===== src/slid_pkg.sv =====
// Shared types and constants for the sorted list block.
`timescale 1ns / 1ps
package slid_pkg;

	// Fixed field widths of the request and result.
	localparam int DATA_W   = 8;
	localparam int STATUS_W = 3;
	localparam int COUNT_W  = 5;

	// Status codes returned with every result.
	typedef enum logic [STATUS_W-1:0] {
		ST_INSERTED = 3'd0,
		ST_DELETED  = 3'd1,
		ST_NOTFOUND = 3'd2,
		ST_FULL     = 3'd3,
		ST_EMPTY    = 3'd4
	} status_t;

	// Operation selected by the mode field.
	localparam logic MODE_INSERT = 1'b0;
	localparam logic MODE_DELETE = 1'b1;

	// Result handed from the sequencer to the output register.
	typedef struct packed {
		status_t              status;
		logic [COUNT_W-1:0]   count;
	} result_t;

endpackage


===== src/slid_mem.sv =====
// Entry storage: one write port and one registered read port.
`timescale 1ns / 1ps
module slid_mem #(
	parameter int DEPTH = 16,
	parameter int AW    = 4
) (
	input  logic                        clk,
	input  logic                        we,
	input  logic [AW-1:0]               waddr,
	input  logic [slid_pkg::DATA_W-1:0] wdata,
	input  logic                        re,
	input  logic [AW-1:0]               raddr,
	output logic [slid_pkg::DATA_W-1:0] rdata
);
	import slid_pkg::*;

	logic [DATA_W-1:0] mem [DEPTH];

	// Write port.
	always_ff @(posedge clk) begin
		if (we) begin
			mem[waddr] <= wdata;
		end
	end

	// Registered read port.
	always_ff @(posedge clk) begin
		if (re) begin
			rdata <= mem[raddr];
		end
	end

endmodule


===== src/slid_ctrl.sv =====
// Sequencer that walks the entry memory to insert or delete one value.
`timescale 1ns / 1ps
module slid_ctrl #(
	parameter int CAPACITY = 16,
	parameter int AW       = 4,
	parameter int CNT_W    = 5
) (
	input  logic                        clk,
	input  logic                        arst_n,
	input  logic                        in_valid,
	output logic                        in_ready,
	input  logic                        mode,
	input  logic signed [slid_pkg::DATA_W-1:0] value,
	output logic                        res_valid,
	input  logic                        res_ready,
	output slid_pkg::result_t           res,
	output logic                        mem_we,
	output logic [AW-1:0]               mem_waddr,
	output logic [slid_pkg::DATA_W-1:0] mem_wdata,
	output logic                        mem_re,
	output logic [AW-1:0]               mem_raddr,
	input  logic [slid_pkg::DATA_W-1:0] mem_rdata
);
	import slid_pkg::*;

	typedef enum logic [4:0] {
		S_IDLE = 5'b00001,
		S_INS  = 5'b00010,
		S_INS0 = 5'b00100,
		S_DEL  = 5'b01000,
		S_DONE = 5'b10000
	} state_t;

	state_t                    state_q;
	logic [CNT_W-1:0]          cnt_q;
	logic signed [DATA_W-1:0]  value_q;
	status_t                   status_q;
	logic [AW-1:0]             rd_ptr_q;
	logic                      rd_more_q;
	logic                      found_q;
	logic                      pend_s1;
	logic [AW-1:0]             idx_s1;

	logic [CNT_W-1:0]          cnt_m1;
	logic [CNT_W+COUNT_W-1:0]  cnt_ext;
	logic signed [DATA_W-1:0]  rd_val;
	logic                      rd_ge;
	logic                      rd_eq;
	logic                      rd_last;
	logic                      accept;

	// Derived comparisons on the returning read data.
	assign cnt_m1  = cnt_q - 1'b1;
	assign rd_val  = $signed(mem_rdata);
	assign rd_ge   = (rd_val >= value_q);
	assign rd_eq   = (rd_val == value_q);
	assign rd_last = (CNT_W'(idx_s1) == cnt_m1);
	assign accept  = in_valid && in_ready;

	// Handshake and result.
	assign in_ready   = (state_q == S_IDLE);
	assign res_valid  = (state_q == S_DONE);
	assign cnt_ext    = (CNT_W+COUNT_W)'(cnt_q);
	assign res.status = status_q;
	assign res.count  = cnt_ext[COUNT_W-1:0];

	// Read side: one entry per cycle while a walk is in progress.
	assign mem_re    = ((state_q == S_INS) || (state_q == S_DEL)) && rd_more_q;
	assign mem_raddr = rd_ptr_q;

	// Write side: shift entries up and write the new value for an insert, shift down for a delete.
	always_comb begin
		mem_we    = 1'b0;
		mem_waddr = '0;
		mem_wdata = value_q;
		unique case (state_q)
			S_IDLE: begin
				if (accept && (mode == MODE_INSERT) && (cnt_q == '0)) begin
					mem_we    = 1'b1;
					mem_wdata = value;
				end
			end
			S_INS: begin
				if (pend_s1) begin
					mem_we    = 1'b1;
					mem_waddr = idx_s1 + 1'b1;
					mem_wdata = rd_ge ? mem_rdata : value_q;
				end
			end
			S_INS0: begin
				mem_we = 1'b1;
			end
			S_DEL: begin
				if (pend_s1 && found_q) begin
					mem_we    = 1'b1;
					mem_waddr = idx_s1 - 1'b1;
					mem_wdata = mem_rdata;
				end
			end
			S_DONE: begin
				mem_we = 1'b0;
			end
			default: begin
				mem_we = 1'b0;
			end
		endcase
	end

	// Request payload register.
	always_ff @(posedge clk) begin
		if (accept) begin
			value_q <= value;
		end
	end

	// Sequencer state.
	always_ff @(posedge clk or negedge arst_n) begin
		if (!arst_n) begin
			state_q   <= S_IDLE;
			cnt_q     <= '0;
			status_q  <= ST_INSERTED;
			rd_ptr_q  <= '0;
			rd_more_q <= 1'b0;
			found_q   <= 1'b0;
			pend_s1   <= 1'b0;
			idx_s1    <= '0;
		end else begin
			pend_s1 <= mem_re;
			idx_s1  <= rd_ptr_q;
			if (mem_re) begin
				if (state_q == S_INS) begin
					if (rd_ptr_q == '0) begin
						rd_more_q <= 1'b0;
					end else begin
						rd_ptr_q <= rd_ptr_q - 1'b1;
					end
				end else begin
					if (CNT_W'(rd_ptr_q) == cnt_m1) begin
						rd_more_q <= 1'b0;
					end else begin
						rd_ptr_q <= rd_ptr_q + 1'b1;
					end
				end
			end
			unique case (state_q)
				S_IDLE: begin
					if (accept) begin
						found_q <= 1'b0;
						if (mode == MODE_INSERT) begin
							if (cnt_q == CNT_W'(CAPACITY)) begin
								status_q <= ST_FULL;
								state_q  <= S_DONE;
							end else if (cnt_q == '0) begin
								cnt_q    <= CNT_W'(1);
								status_q <= ST_INSERTED;
								state_q  <= S_DONE;
							end else begin
								rd_ptr_q  <= AW'(cnt_m1);
								rd_more_q <= 1'b1;
								state_q   <= S_INS;
							end
						end else begin
							if (cnt_q == '0) begin
								status_q <= ST_EMPTY;
								state_q  <= S_DONE;
							end else begin
								rd_ptr_q  <= '0;
								rd_more_q <= 1'b1;
								state_q   <= S_DEL;
							end
						end
					end
				end
				S_INS: begin
					if (pend_s1) begin
						if (rd_ge) begin
							if (idx_s1 == '0) begin
								state_q <= S_INS0;
							end
						end else begin
							cnt_q    <= cnt_q + 1'b1;
							status_q <= ST_INSERTED;
							state_q  <= S_DONE;
						end
					end
				end
				S_INS0: begin
					cnt_q    <= cnt_q + 1'b1;
					status_q <= ST_INSERTED;
					state_q  <= S_DONE;
				end
				S_DEL: begin
					if (pend_s1) begin
						if (rd_eq) begin
							found_q <= 1'b1;
						end
						if (rd_last) begin
							state_q <= S_DONE;
							if (found_q || rd_eq) begin
								cnt_q    <= cnt_m1;
								status_q <= ST_DELETED;
							end else begin
								status_q <= ST_NOTFOUND;
							end
						end
					end
				end
				S_DONE: begin
					if (res_ready) begin
						state_q <= S_IDLE;
					end
				end
				default: begin
					state_q <= S_IDLE;
				end
			endcase
		end
	end

	// The walk never writes the entry it reads in the same cycle.
	a_no_rw_clash: assert property (@(posedge clk) disable iff (!arst_n)
		!(mem_we && mem_re && (mem_waddr == mem_raddr)))
		else $error("read and write hit the same entry");

	// The entry count stays within the capacity.
	a_cnt_bound: assert property (@(posedge clk) disable iff (!arst_n)
		cnt_q <= CNT_W'(CAPACITY))
		else $error("entry count exceeds capacity");

	// Returning read data always follows an issued read.
	a_pend_read: assert property (@(posedge clk) disable iff (!arst_n)
		pend_s1 |-> $past(mem_re))
		else $error("read data tracked without a read");

	// A handed-off result returns the sequencer to idle.
	a_done_idle: assert property (@(posedge clk) disable iff (!arst_n)
		(res_valid && res_ready) |=> (state_q == S_IDLE))
		else $error("sequencer did not return to idle");

endmodule


===== src/sorted_list_insert_delete.sv =====
// Top level of the bounded sorted list with insert and delete requests.
//
// Requests arrive on in_valid/in_ready with fields mode (0 insert, 1 delete)
// and value (signed 8 bits). Each request yields exactly one result on
// out_valid/out_ready with status and entry_count (entries held afterward).
// The entries sit in a memory with one registered read port; a request walks
// the held entries one per cycle, shifting them up for an insert (from the top
// down) or down for a delete (from the match onward).
// A full insert, an insert on an empty list or a delete on an empty list goes
// straight to its result without walking the memory; every other request
// walks the memory read loop, one entry per cycle, before its result is loaded.
// Only one request is in flight at a time; in_ready is high when the
// sequencer is idle, from the cycle after its result is loaded.
// The result sits in an output register, so the sequencer can finish its next
// request while the receiver stalls; it then waits until the register frees.
// Reset clears the entry count and the handshake state; the memory itself is
// not cleared, since only entries below the count are ever read.
`timescale 1ns / 1ps
module sorted_list_insert_delete #(
	parameter int CAPACITY = 16
) (
	input  logic                               clk,
	input  logic                               arst_n,
	input  logic                               in_valid,
	output logic                               in_ready,
	input  logic                               mode,
	input  logic signed [slid_pkg::DATA_W-1:0] value,
	output logic                               out_valid,
	input  logic                               out_ready,
	output logic [slid_pkg::STATUS_W-1:0]      status,
	output logic [slid_pkg::COUNT_W-1:0]       entry_count
);
	import slid_pkg::*;

	localparam int AW    = $clog2(CAPACITY);
	localparam int CNT_W = $clog2(CAPACITY + 1);

	logic              mem_we;
	logic [AW-1:0]     mem_waddr;
	logic [DATA_W-1:0] mem_wdata;
	logic              mem_re;
	logic [AW-1:0]     mem_raddr;
	logic [DATA_W-1:0] mem_rdata;
	logic              res_valid;
	logic              res_ready;
	result_t           res;
	logic              out_valid_q;
	result_t           out_q;

	slid_mem #(
		.DEPTH (CAPACITY),
		.AW    (AW)
	) u_mem (
		.clk   (clk),
		.we    (mem_we),
		.waddr (mem_waddr),
		.wdata (mem_wdata),
		.re    (mem_re),
		.raddr (mem_raddr),
		.rdata (mem_rdata)
	);

	slid_ctrl #(
		.CAPACITY (CAPACITY),
		.AW       (AW),
		.CNT_W    (CNT_W)
	) u_ctrl (
		.clk       (clk),
		.arst_n    (arst_n),
		.in_valid  (in_valid),
		.in_ready  (in_ready),
		.mode      (mode),
		.value     (value),
		.res_valid (res_valid),
		.res_ready (res_ready),
		.res       (res),
		.mem_we    (mem_we),
		.mem_waddr (mem_waddr),
		.mem_wdata (mem_wdata),
		.mem_re    (mem_re),
		.mem_raddr (mem_raddr),
		.mem_rdata (mem_rdata)
	);

	// Output register: free when empty or when its result is being taken.
	assign res_ready = !out_valid_q || out_ready;

	always_ff @(posedge clk or negedge arst_n) begin
		if (!arst_n) begin
			out_valid_q <= 1'b0;
		end else if (res_ready) begin
			out_valid_q <= res_valid;
		end
	end

	always_ff @(posedge clk) begin
		if (res_ready && res_valid) begin
			out_q <= res;
		end
	end

	assign out_valid   = out_valid_q;
	assign status      = out_q.status;
	assign entry_count = out_q.count;

endmodule

===== config.mk =====
export PLATFORM = sky130hd
export DESIGN_NAME = sorted_list_insert_delete
export DESIGN_NICKNAME = d
export VERILOG_FILES = /design/src/slid_pkg.sv /design/src/slid_mem.sv /design/src/slid_ctrl.sv /design/src/sorted_list_insert_delete.sv
export SDC_FILE = /design/constraint.sdc
export NUM_CORES = 1
export LEC_CHECK = 0
export ABC_AREA = 0
export BUFFER_PORTS_ARGS = -buffer_cell sky130_fd_sc_hd__buf_2
export CORE_UTILIZATION = 50
export CTS_CLUSTER_SIZE = 16
export DETAILED_ROUTE_END_ITERATION = 10
export GPL_ROUTABILITY_DRIVEN = 0
export GPL_TIMING_DRIVEN = 0
export PLACE_DENSITY = 0.65
export SLEW_MARGIN = 5
export SYNTH_ARGS = -nofsm -noshare
export SYNTH_HDL_FRONTEND = slang
export SYNTH_SLANG_ARGS = --single-unit

===== constraint.sdc =====
create_clock -name clk -period 6.02 [get_ports clk]
set_input_delay 1.204 -clock clk [delete_from_list [all_inputs] [get_ports clk]]
set_output_delay 1.204 -clock clk [all_outputs]
set_load 0.1 [all_outputs]

Word level (Yosys, flattened, before mapping)
Memories as Yosys holds them, arrays and structs flattened. A register that Yosys moved wholly into a read port is not among the register bits.
Index checks and enable logic that the tools add are counted.

storage, ports and cells
  bits in registers = 41
  RAM bits = 128
  input port bits = 13
  output and inout bits = 10
  logic and storage cells = 133
  memories = 1

cells by class
  add/subtract/negate cells = 6
  order comparisons = 1
  equal/unequal tests = 23
  mux-type cells = 70
  bitwise logic cells = 1
  reduce and logical (&&, ||, !) cells = 19

memories
  name       depth  bits a word  rd ports  clocked after Yosys merged registers in  write ports  line            RTL
  u_mem.mem  16     8            1         1                                        1            slid_mem.sv:17  logic [DATA_W-1:0] mem [DEPTH];

operators by type and width
  cell                   number
  $mux W5                20
  $mux W4                12
  $mux W8                4
  $mux W3                9
  $pmux W5 S5            1
  $pmux W8 S3            1
  $pmux W5 S4            1
  $mux W1                17
  $ne A2 B2 Y1 const B   6
  $pmux W3 S4            1
  $eq A4 B5 Y1           2
  $eq A5 B5 Y1 const B   2
  $ne A2 B1 Y1 const B   5
  $reduce_and A10 Y1     1
  $ne A3 B3 Y1 const B   3
  $add A4 B1 Y4 const B  2
  $eq A8 B8 Y1           1
  $ge A8 B8 Y1           1
  $logic_not A4 Y1       2
  $pmux W4 S2            1
  $reduce_and A8 Y1      1
  $sub A4 B1 Y4 const B  2
  $logic_and A1 B1 Y1    6
  $reduce_and A6 Y1      1
  16 further kinds       18

Logic depth before layout (Yosys ltp)
  depth after elaboration = 10
  depth in mapped cells = 11
  depth with buffers taken out = 8

By module
A second synthesis with hierarchy kept.

unflattened totals
  cell total of the unflattened synthesis = 570
  area total of the unflattened synthesis = 8413.1 µm²

modules (own cells, without submodules)
  module                     times used  cells an instance  area each (µm²)  sequential area each (µm²)
  slid_mem                   1           229                5227.5           4083.9
  slid_ctrl                  1           329                2891.5           842.1
  sorted_list_insert_delete  1           12                 294.0            265.3

Least setup slack after synthesis
No wires, ideal clock.

  path type = input to register
  start = in mode
  end = mem u_mem.mem[0][0], data pin
  arrival time = 2.791 ns
  data required time = 5.723 ns
  path slack = 2.932 ns
  cell stages on the path = 6
  cell sequence = or2_2 > nor4_4 > a221o_1 > a21oi_1 > a21oi_1 > a2bb2oi_1

on the way
  cells in the longest elaborated chain, start to end = 5

ends and longest elaborated chain
  item                               line                             RTL
  start: declaration                 sorted_list_insert_delete.sv:26  input logic mode,
  $not A1 Y1                         slid_ctrl.sv:78                  if (accept && (mode == MODE_INSERT) && (cnt_q == '0)) begin
  $logic_and A1 B1 Y1 (2 in series)  slid_ctrl.sv:78
  $mux W8                            slid_ctrl.sv:78
  $pmux W8 S3                        slid_ctrl.sv:76                  unique case (state_q)
  via mem_wdata[0]                   sorted_list_insert_delete.sv:40  logic [DATA_W-1:0] mem_wdata;
  end: declaration                   slid_mem.sv:17

The timed path passes the listed nets, and every way through them passes these cells.

Final worst setup path
  start = reg u_ctrl.cnt_q[0]
  end = mem u_mem.mem[14][7], enable pin

on the way
  cells in the longest elaborated chain, start to end = 6

ends and longest elaborated chain
  item                           line              RTL
  start: declaration             slid_ctrl.sv:35   logic [CNT_W-1:0] cnt_q;
  start signal: assignment       slid_ctrl.sv:181  cnt_q <= cnt_q + 1'b1;
  start signal: assignment       slid_ctrl.sv:188  cnt_q <= cnt_q + 1'b1;
  start signal: assignment       slid_ctrl.sv:200  cnt_q <= cnt_m1;
  $logic_not A5 Y1               slid_ctrl.sv:78
  $logic_and A1 B1 Y1            slid_ctrl.sv:78
  $mux W1                        slid_ctrl.sv:78
  $pmux W1 S4                    slid_ctrl.sv:76
  $mux W1                        slid_mem.sv:21    if (we) begin
  $mux W1 (implied by the code)  slid_mem.sv:22    mem[waddr] <= wdata;

No other way between the ends.

==> results.sh <==
export IMPL_status="completed"
export IMPL_yosys_area_top_type_share_pct=54.51
export IMPL_yosysMostFrequentCell="edfxtp_1"
export IMPL_internal_power_mw=3.023
export IMPL_vias=5508
export IMPL_fp_dieW_um=131.4
export IMPL_diodes=0
export IMPL_yosysSeqAreaShare_pct=62.00
export IMPL_clock_skew_ps=11.01
export IMPL_finalCritPeriodShare_pct=61.52
export IMPL_setup_viol=0
export IMPL_switching_share_pct=40.59
export IMPL_tns_ps=0
export IMPL_cp_arrival_ps=3760
export IMPL_async_flop_share_pct=14.12
export IMPL_syn_avg_cell_area_um2=13.46
export IMPL_synthFlopType="edfxtp_1"
export IMPL_drt_total_wl_um=19530
export IMPL_layout_min_cycle_time_ps=3704
export IMPL_hold_viol_final=0
export IMPL_synth_seq_cells=177
export IMPL_io_pins=23
export IMPL_dp_hpwl_um=13740
export IMPL_pwr_share_clk_pct=20.8
export IMPL_grt_pass1_wl_um=30720
export IMPL_cts_setup_buffers=0
export IMPL_synthTopCellsByCount="152 x edfxtp_1, 48 x nor2_1, 47 x nand2_1"
export IMPL_setup_ws_ps=2316
export IMPL_synth_area_leaders="edfxtp_1 55%, dfrtp_1 7.2%, mux4_2 4.3%"
export IMPL_drv_cap=0
export IMPL_postPlaceCellArea_um2=8796
export IMPL_rsz0062_at_grt="no"
export IMPL_std_cell_rows=46
export IMPL_grt_usage_pct=23.76
export IMPL_worstPathMaxFanout=9
export IMPL_antenna_left=0
export IMPL_critPathKind="flip-flop to flip-flop"
export IMPL_fin_util_pct=58.29
export IMPL_antenna_found_initial=0
export IMPL_insertion_delay_ps=440
export IMPL_die_area_um2=17270
export IMPL_nets=691
export IMPL_synth_area_um2=8373
export IMPL_slew_viol_final=0
export IMPL_routed_via_density=6.168
export IMPL_slew_limit_headroom_pct=37.86
export IMPL_root_buffer="clkbuf_16"
export IMPL_worstPathRequired_ps=6080
export IMPL_synthDistinctLibCells=72
export IMPL_grt_overflow=0
export IMPL_clkSinkCount=177
export IMPL_leakage_nw=3.279
export IMPL_initial_core_util_pct=51.96
export IMPL_pre_cts_ws_ps=1803
export IMPL_ir_drop_uv=399.8
export IMPL_worstMarginPinSlew_ps=931.3
export IMPL_layout_drive_gt1_share_pct=17.73
export IMPL_cts_resized_gates=0
export IMPL_grt_max_degree=26
export IMPL_synth_edf_count=152
export IMPL_holdCritPathClass="flip-flop to flip-flop"
export IMPL_cts_tree="built"
export IMPL_synth_nets=649
export IMPL_power_switching_mw=2.066
export IMPL_ctsHtreeMaxLevel=4
export IMPL_instances_no_fill=893
export IMPL_yosysWarningCount=0
export IMPL_combinationalPowerShare_pct=43.0
export IMPL_port_buffers=22
export IMPL_syn_inst=622
export IMPL_numCtsBuffers=17
export IMPL_power_density_nw_per_um2=541.7
export IMPL_critPathLaunchType="flip-flop"
export IMPL_die_y_um=131.4
export IMPL_cts_hold_buf=0
export IMPL_syn2layout_area_growth_pct=12.19
export IMPL_drc=0
export IMPL_p_seq_share_pct=36.3
export IMPL_drtPass1Iterations=7
export IMPL_yosysTopAreaCell="edfxtp_1"
export IMPL_coreArea_um2=16120
export IMPL_fmax_mhz=270.0
export IMPL_stdcell_area_um2=9394
export IMPL_critPathCaptureType="flip-flop"
export IMPL_grt_pass1_vias=5432
export IMPL_clockBufferDepth=2
export IMPL_cts_clk_slew_worst_paths_ps=70
export IMPL_detail_route_wl_per_cell_um=21.87
export IMPL_drt_iter0_drc=409
export IMPL_placed_cells=861
[flip-flops by register name, summed over array words and instances (netlist names)]
name              count
u_ctrl.mem_raddr      4
u_ctrl.value_q        8
u_ctrl.idx_s1         4
u_ctrl.pend_s1        1
status                3
u_mem.mem           128
u_ctrl.status_q       3
out_valid             1
u_ctrl.state_q        5
u_mem.rdata           8
u_ctrl.found_q        1
u_ctrl.cnt_q          5
entry_count           5
u_ctrl.rd_more_q      1
[routing by layer]
| metal | share of wire (%) | track usage, % |
|---|---|---|
| met3 | 6.0 | 4.784 |
| met5 | 0 | 0 |
| met4 | 2.9 | 10.14 |
| met1 | 42 | 31.43 |
| met2 | 49 | 38.18 |
[worst paths after layout]
| path | slack, ps | cells past startpoint | from | end |
|---|---|---|---|---|
| hold reg to reg | 370 | 0 | u_ctrl.mem_raddr[3]$_DFF_PN0_ | u_ctrl.idx_s1[3]$_DFF_PN0_ |
| max in group asynchronous | 4830 | 1 | arst_n | u_ctrl.found_q$_DFFE_PN0P_ |
| hold / removal | 370 | 0 | u_ctrl.mem_raddr[3]$_DFF_PN0_ | u_ctrl.idx_s1[3]$_DFF_PN0_ |
| min in group asynchronous | 780 | 1 | arst_n | u_ctrl.cnt_q[4]$_DFFE_PN0P_ |
| setup reg to reg | 2320 | 10 | u_ctrl.cnt_q[0]$_DFFE_PN0P_ | u_mem.mem[14][7]$_DFFE_PP_ |
| setup / recovery | 2320 | 10 | u_ctrl.cnt_q[0]$_DFFE_PN0P_ | u_mem.mem[14][7]$_DFFE_PP_ |
[power groups by stage]
stage,Sequential [mW],Combinational (mW),Clock [mW]
after floorplan,1.92,1.42,0
after global placement,1.88,2.03,0
after detailed placement,1.87,2.13,0
after CTS,1.85,2.14,1.07
after global routing,1.86,2.36,1.12
final,1.85,2.19,1.06
[cell usage in the layout, fill, tap and decap left out, types with 5 or more instances in the layout]
cell	count
or3_1	5
xnor2_1	10
xor2_1	5
nand2b_1	5
edfxtp_1	152
mux2i_1	35
clkbuf_16	17
a221o_1	9
nor2_1	48
a21oi_1	36
buf_2	36
nor3_1	7
clkbuf_1	14
a22oi_1	8
nand2_1	47
a2bb2oi_2	8
o211ai_1	6
a221oi_1	9
mux4_2	16
dfrtp_1	24
inv_1	22
ha_1	14
nand3_1	14
o21ai_0	28
mux2_2	5
[layout make-up]
cell class / instances / area [um^2]
Multi-Input combinational cell: 387 / 2969
Sequential cell: 177 / 5191
Tap cell: 216 / 270.3
Fill cell: 1278 / 6721
Clock inverter: 15 / 153.9
Timing Repair Buffer: 23 / 121.4
Clock buffer: 17 / 425.4
Inverter: 23 / 91.34
Buffer: 35 / 171.4
[logic make-up after synthesis]
| group | synth area share (%) |
|---|---|
| compound gates | 12.39 |
| xor+xnor | 1.838 |
| fa+ha+maj | 2.092 |
| buf+inv | 3.138 |
| flops | 62.00 |
| mux | 9.160 |
| simple gates | 9.385 |
[critical path: stages (launching register included)]
cell and delay, ps:
dfrtp_1 390, buf_2 200, inv_1 140, ha_1 150, buf_2 190, or3b_1 480
nor4_4 590, a211oi_1 140, nor2_1 200, nand2_1 170, nor2_1 680
[through the flow]
stage	hold WS [ps]	total power, mW
after floorplan	351.9	3.339
after global placement	356.6	3.908
after detailed placement	358.6	4.006
after CTS	374.4	5.063
after global routing	392.8	5.339
final	373.7	5.089
No activity file was read; power rests on OpenSTA's default activity.
